[src/hw/rtl/lird_pkg.sv]
// Shared types and constants for the inclusive range draw block.
`default_nettype none
package lird_pkg;
    localparam int WORD_W = 32;

    typedef logic [WORD_W-1:0] t_word;

    // Linear congruential generator constants
    localparam t_word LCG_MUL   = 32'd1103515245;
    localparam t_word LCG_ADD   = 32'd12345;
    localparam int    LCG_SHIFT = 16;
    localparam t_word LCG_MASK  = 32'h0000_7FFF;
endpackage
`default_nettype wire

[src/hw/rtl/lird_lcg.sv]
// Seed register and one-step linear congruential update.
`default_nettype none
module lird_lcg (
    input  wire logic           i_clk,
    input  wire logic           i_rst_n,
    input  wire logic           i_load,
    input  wire lird_pkg::t_word i_load_value,
    input  wire logic           i_step,
    output lird_pkg::t_word     o_draw
);
    import lird_pkg::*;

    t_word r_seed;
    t_word n_seed;

    // Seed update: a configuration write wins, otherwise step on request
    always_comb begin
        n_seed = r_seed;
        if (i_load) begin
            n_seed = i_load_value;
        end else if (i_step) begin
            n_seed = r_seed * LCG_MUL + LCG_ADD;
        end
    end

    always_ff @(posedge i_clk) begin
        if (!i_rst_n) begin
            r_seed <= '0;
        end else begin
            r_seed <= n_seed;
        end
    end

    // 15-bit draw from the upper half of the seed
    assign o_draw = (r_seed >> LCG_SHIFT) & LCG_MASK;
endmodule
`default_nettype wire

[src/hw/rtl/lird_div.sv]
// Radix-2 restoring divider that returns the unsigned remainder.
`default_nettype none
module lird_div (
    input  wire logic           i_clk,
    input  wire logic           i_rst_n,
    input  wire logic           i_start,
    input  wire lird_pkg::t_word i_num,
    input  wire lird_pkg::t_word i_den,
    output logic                o_done,
    output lird_pkg::t_word     o_rem
);
    import lird_pkg::*;

    localparam int CNT_W = $clog2(WORD_W);
    localparam logic [CNT_W-1:0] CNT_LAST = CNT_W'(WORD_W - 1);

    logic             r_busy;
    logic             r_done;
    logic [CNT_W-1:0] r_cnt;
    t_word            r_num;
    t_word            r_den;
    t_word            r_rem;

    t_word           rem_shift;
    logic [WORD_W:0] diff;

    // One quotient bit per cycle: shift in a numerator bit, try to subtract
    assign rem_shift = {r_rem[WORD_W-2:0], r_num[WORD_W-1]};
    assign diff      = {1'b0, rem_shift} - {1'b0, r_den};

    always_ff @(posedge i_clk) begin
        if (!i_rst_n) begin
            r_busy <= 1'b0;
            r_done <= 1'b0;
            r_cnt  <= '0;
        end else begin
            r_done <= 1'b0;
            if (i_start) begin
                r_busy <= 1'b1;
                r_cnt  <= '0;
            end else if (r_busy) begin
                r_cnt <= r_cnt + CNT_W'(1);
                if (r_cnt == CNT_LAST) begin
                    r_busy <= 1'b0;
                    r_done <= 1'b1;
                end
            end
        end
    end

    // Datapath registers
    always_ff @(posedge i_clk) begin
        if (i_start) begin
            r_num <= i_num;
            r_den <= i_den;
            r_rem <= '0;
        end else if (r_busy) begin
            r_num <= {r_num[WORD_W-2:0], 1'b0};
            r_rem <= diff[WORD_W] ? rem_shift : diff[WORD_W-1:0];
        end
    end

    assign o_done = r_done;
    assign o_rem  = r_rem;
endmodule
`default_nettype wire

[src/hw/rtl/lcg_inclusive_range_draw_top.sv]
// Top level of the inclusive range draw: sequencer, LCG and shared divider.
//
//  channel | direction | signals                                       | handshake
//  --------+-----------+-----------------------------------------------+-----------------------
//  in      | input     | op, range_min, range_max, supplied_draw       | i_in_valid / o_in_ready
//  out     | output    | chosen_value, zero_width_error                | o_out_valid / i_out_ready
//  cfg     | input     | cfg_data (initial seed)                       | i_cfg_valid / o_cfg_ready
//
// Equal endpoints: result is valid in the cycle after the input transaction.
// Zero width: the item passes through the prep state, then the result is valid.
// Otherwise: setup, 32 steps of the radix-2 remainder divider, finish.
// One item at a time; o_in_ready is high only while idle, and a stalled result
// holds the block until the output transaction. Reset is synchronous and loads
// seed 0; a configuration write loads the seed at once.
`default_nettype none
module lcg_inclusive_range_draw_top (
    input  wire logic                 i_clk,
    input  wire logic                 i_rst_n,
    input  wire logic                 i_in_valid,
    output logic                      o_in_ready,
    input  wire logic                 i_op,
    input  wire logic signed [31:0]   i_range_min,
    input  wire logic signed [31:0]   i_range_max,
    input  wire lird_pkg::t_word      i_supplied_draw,
    output logic                      o_out_valid,
    input  wire logic                 i_out_ready,
    output logic signed [31:0]        o_chosen_value,
    output logic                      o_zero_width_error,
    input  wire logic                 i_cfg_valid,
    output logic                      o_cfg_ready,
    input  wire lird_pkg::t_word      i_cfg_data
);
    import lird_pkg::*;

    localparam logic [1:0] S_IDLE = 2'd0;
    localparam logic [1:0] S_PREP = 2'd1;
    localparam logic [1:0] S_DIV  = 2'd2;
    localparam logic [1:0] S_OUT  = 2'd3;

    logic [1:0] r_state;
    logic [1:0] n_state;

    t_word r_min;
    t_word r_width;
    t_word r_sup;
    logic  r_op;
    logic  r_nneg;
    t_word r_chosen;
    logic  r_err;

    logic  in_xact;
    logic  out_xact;
    logic  cfg_xact;
    logic  ends_equal;
    logic  lcg_step;
    t_word lcg_draw;
    t_word draw;
    t_word num_mag;
    t_word den_mag;
    logic  div_start;
    logic  div_done;
    t_word div_rem;

    assign in_xact  = i_in_valid && o_in_ready;
    assign out_xact = o_out_valid && i_out_ready;
    assign cfg_xact = i_cfg_valid && o_cfg_ready;

    assign ends_equal = (i_range_min == i_range_max);
    // Generator steps only for a real draw in mode 0
    assign lcg_step   = in_xact && !ends_equal && !i_op;

    lird_lcg u_lcg (
        .i_clk        (i_clk),
        .i_rst_n      (i_rst_n),
        .i_load       (cfg_xact),
        .i_load_value (i_cfg_data),
        .i_step       (lcg_step),
        .o_draw       (lcg_draw)
    );

    // Operand magnitudes for the divider
    assign draw      = r_op ? r_sup : lcg_draw;
    assign num_mag   = draw[WORD_W-1] ? (t_word'(0) - draw) : draw;
    assign den_mag   = r_width[WORD_W-1] ? (t_word'(0) - r_width) : r_width;
    assign div_start = (r_state == S_PREP) && (r_width != '0);

    lird_div u_div (
        .i_clk   (i_clk),
        .i_rst_n (i_rst_n),
        .i_start (div_start),
        .i_num   (num_mag),
        .i_den   (den_mag),
        .o_done  (div_done),
        .o_rem   (div_rem)
    );

    // Sequencer
    always_comb begin
        n_state = r_state;
        case (r_state)
            S_IDLE: begin
                if (in_xact) begin
                    n_state = ends_equal ? S_OUT : S_PREP;
                end
            end
            S_PREP: begin
                n_state = (r_width == '0) ? S_OUT : S_DIV;
            end
            S_DIV: begin
                if (div_done) begin
                    n_state = S_OUT;
                end
            end
            S_OUT: begin
                if (out_xact) begin
                    n_state = S_IDLE;
                end
            end
            default: n_state = S_IDLE;
        endcase
    end

    always_ff @(posedge i_clk) begin
        if (!i_rst_n) begin
            r_state <= S_IDLE;
        end else begin
            r_state <= n_state;
        end
    end

    // Item capture and result registers
    always_ff @(posedge i_clk) begin
        if (in_xact) begin
            r_min    <= t_word'(i_range_min);
            r_width  <= t_word'(i_range_max) - t_word'(i_range_min) + t_word'(1);
            r_sup    <= i_supplied_draw;
            r_op     <= i_op;
            r_chosen <= t_word'(i_range_min);
            r_err    <= 1'b0;
        end
        if (r_state == S_PREP) begin
            r_nneg <= draw[WORD_W-1];
            if (r_width == '0) begin
                r_chosen <= '0;
                r_err    <= 1'b1;
            end
        end
        if ((r_state == S_DIV) && div_done) begin
            r_chosen <= r_nneg ? (r_min - div_rem) : (r_min + div_rem);
        end
    end

    assign o_in_ready         = (r_state == S_IDLE);
    assign o_out_valid        = (r_state == S_OUT);
    assign o_chosen_value     = r_chosen;
    assign o_zero_width_error = r_err;
    assign o_cfg_ready        = 1'b1;
endmodule
`default_nettype wire

[config.mk]
export PLATFORM = sky130hd
export DESIGN_NAME = lcg_inclusive_range_draw_top
export DESIGN_NICKNAME = d
export VERILOG_FILES = /design/src/hw/rtl/lird_pkg.sv /design/src/hw/rtl/lird_lcg.sv /design/src/hw/rtl/lird_div.sv /design/src/hw/rtl/lcg_inclusive_range_draw_top.sv
export SDC_FILE = /design/constraint.sdc
export NUM_CORES = 1
export LEC_CHECK = 0
export ABC_CLOCK_PERIOD_IN_PS = 8460
export BUFFER_PORTS_ARGS = -buffer_cell sky130_fd_sc_hd__buf_4
export CORE_ASPECT_RATIO = 0.9
export CORE_MARGIN = 4
export CORE_UTILIZATION = 49
export CTS_CLUSTER_DIAMETER = 40
export DETAILED_ROUTE_END_ITERATION = 8
export GPL_TIMING_DRIVEN = 1
export PLACE_DENSITY = 0.64
export RECOVER_POWER = 100
export SLEW_MARGIN = 20
export SYNTH_ARGS = -nofsm -noshare
export SYNTH_HDL_FRONTEND = slang
export SYNTH_SLANG_ARGS = --single-unit
[constraint.sdc]
create_clock -name i_clk -period 8.46 [get_ports i_clk]
set_input_delay 0.423 -clock i_clk [delete_from_list [all_inputs] [get_ports i_clk]]
set_output_delay 0.423 -clock i_clk [all_outputs]
set_load 0.02 [all_outputs]
==> results.md <==
* Status: finished, violations left
* Failing checks: capacitance limit, slew limit
* Antenna violations before repair at 3
* ANT nets after route at 0
* Detailed Routing Iterations Pass 1 at 8
* Crit. End Element: flip-flop
* Routability cong. at 0.953
* Slew Limit Fails at 315
* Startpoint types: flip-flop
* DRC at 0
* Mapped Cells at 2767
* Cts bufs inserted at 49
* TNS Setup at 0 ps
* Synth Flop Type: edfxtp_1
* Vias in the first global route at 20100
* Wire per inst at 19.5 µm
* H-tree levels at 2
* Post-synth cell types at 74
* Final Hold Fails at 0
* Final wirelength at 71900 µm
* Unrepaired setup endpoints after global routing: false
* Largest net degree at the start of global routing at 68
* Slew @ Worst Pin at 2840 ps
* Number of port buffers at 167
* GRT Total Usage at 25.2%
* Post-synthesis sequential area ratio at 27.0%
* # fillers at 4665
* Die Height at 226 µm
* Syn_nets at 3409
* Core box area at 51900 µm²
* # IOs at 170
* Slew margin rel. at -89.2%
* DIE AREA at 56400 µm²
* Vias at 20200
* Worst endpoint required time at 8960 ps
* Clock Latency Late Sink at 610 ps
* Routed vias/inst at 5.47
* CTS tree: built
* Synth warn at 0
* Layout area overhead at 13.6%
* Number of enable flip-flop cells after synthesis at 162
* Starting DRT DRC Count at 1379
* Layout cells sized above 1 at 7.10%
* Crit Path Max Fanout at 8
* Post-DP HPWL at 57500 µm
* Crit share post-route at 90.0%
* Storage element area at 6970 µm²
* Critical path class: reg2reg
* Max clock buf depth at 3
* Clock root cell: clkbuf_16
* GRT overflow at 0
* Starting density of the core at 49.7%
* Setup-failing EPs final at 0
* # resized after CTS at 0
* Skew final at 33.9 ps
* Layout net count at 3600
* Worst endpoint data arrival time at 8110 ps
* Multi-input gate area at 16400 µm²
* Fin crit period at 7610 ps
* FMAX at 131 MHz
* Die extent in x at 250 µm
* #FFs+latches synth at 267
* Sink Count at 267
* Max Cap Viol at 7
* Mapped cell area at 25800 µm²
* Synthesized area per cell at 9.32 µm²
* Clock transition at path regs at 50 ps
* First-pass GRT wire length at 112000 µm
* FFs w/ async S/R, synth at 0%
* Hold Crit Class: in2reg
* Cell row count at 79
sequential cells by signal (all words and copies together) (netlist names):
signal / cells
u_div.o_rem: 32
r_width: 32
o_zero_width_error: 1
r_state: 2
u_lcg.r_seed: 31
r_sup: 32
r_op: 1
u_div.r_den: 32
r_min: 32
u_div.r_busy: 1
o_chosen_value: 32
u_div.r_cnt: 5
u_div.o_done: 1
r_nneg: 1
u_div.r_num: 32
cells in the final DEF (no fill, tap or decap), types with 60 or more instances in the layout:
cell type	netlist	routed
dfxtp_1	105	104
clkbuf_1	55	75
a21oi_1	171	170
xnor2_1	169	169
a21o_1	60	60
nand2_1	161	160
o21ai_0	124	129
inv_1	521	519
edfxtp_1	162	162
buf_4	4	74
nor2_1	155	155
mux2i_1	60	60
ha_1	330	330
fa_1	178	178
xor2_1	63	63
final cells by class:
type	count	share of cell area (%)
inverter	522	6.69
clock inverter	37	1.36
clock buffer	55	4.36
sequential	267	23.8
multi-input combinational	1907	56.1
antenna	1	0.00854
timing repair buffer	211	4.76
tap	688	2.94
final timing paths:
kind	startpoint	end	slack, ps	depth (start not counted)
max	u_lcg.r_seed[7]	u_lcg.r_seed[30]	850	24
min	i_cfg_data[23]	u_lcg.r_seed[23]	50	2
max reg2reg	u_lcg.r_seed[7]	u_lcg.r_seed[30]	850	24
min reg2reg	o_zero_width_error	o_zero_width_error	480	1
per-layer routing:
layer / routed length, µm / track usage, % / vias up / part of all wire, %
met1: 35000 / 38.1 / 9756 / 49
met5: 0 / 0 / - / 0
met4: 1280 / 5.43 / 0 / 1.8
met2: 30600 / 37.7 / 553 / 43
met3: 4980 / 4.92 / 82 / 6.9
li1: - / - / 9765 / -
worst max-delay path, cell delays in order, from the launching register on:
cell	delay, ps
dfxtp_1	600
ha_1	400
fa_1	540
inv_1	50
fa_1	480
fa_1	560
inv_1	50
ha_1	270
inv_1	50
fa_1	480
inv_1	60
fa_1	530
inv_1	60
fa_1	530
inv_1	40
ha_1	350
a21oi_1	190
and2_0	160
a31oi_1	170
a221o_1	530
a221oi_1	470
o211ai_1	310
nand4b_1	170
o21ai_0	90
o41ai_1	350
through the flow:
stage	setup WS, ps	hold WS, ps	utilization [%]	cells	cell area [µm²]
finish	846	45.7	56.5	3688	29300
global route	531	27.5	56.5	3687	29300
CTS	850	2.94	57.2	3687	29700
detailed placement	926	469	53.4	3562	27700
global placement	952	460	53.4	3562	27700
floorplan	1840	451	-	2767	25800
timing repair:
action | 4_1_cts | 5_1_grt
endpoints found under the hold margin | 33 | 0
setup buffers | 0 | 0
hold buffers | 33 | 0
synthesized netlist by cell type, types with 6 or more instances:
cell,number,area (µm²)
inv_1,521,1960
ha_1,330,4130
fa_1,178,3560
a21oi_1,171,856
xnor2_1,169,1480
edfxtp_1,162,4860
nand2_1,161,604
nor2_1,155,582
o21ai_0,124,621
dfxtp_1,105,2100
xor2_1,63,552
a21o_1,60,450
mux2i_1,60,601
clkbuf_1,55,206
nand3_1,32,160
nor3_1,32,160
o31ai_1,28,210
o22ai_1,27,169
nand2b_1,26,163
a211oi_1,23,173
and3_1,17,106
nand4_1,17,106
o21a_1,17,128
a31oi_1,16,100
or3_1,15,93.8
a211oi_2,14,175
o211ai_1,14,105
nor2b_1,12,75.1
nor4_1,12,75.1
o21bai_1,12,90.1
and2_1,11,68.8
o211a_1,10,100
or4_1,10,75.1
o41ai_1,7,61.3
or2_2,7,43.8
a41oi_1,6,52.6
nor3b_1,6,45.0
kinds of logic after synthesis:
| kind of cell | Yosys count | share of synthesized area (%) |
|---|---|---|
| other | 1 | 0.0145 |
| adder cells (fa/ha/maj) | 508 | 29.8 |
| XOR/XNOR | 232 | 7.88 |
| buffers and inverters | 593 | 8.83 |
| AND/OR/NAND/NOR | 539 | 10.1 |
| AO/OA/AOI/OAI | 565 | 13.9 |
| multiplexers | 62 | 2.43 |
| flip-flops | 267 | 27.0 |
Power is not shown: default switching activity piles up to over one toggle a cycle in this logic, so the estimate is an artifact.
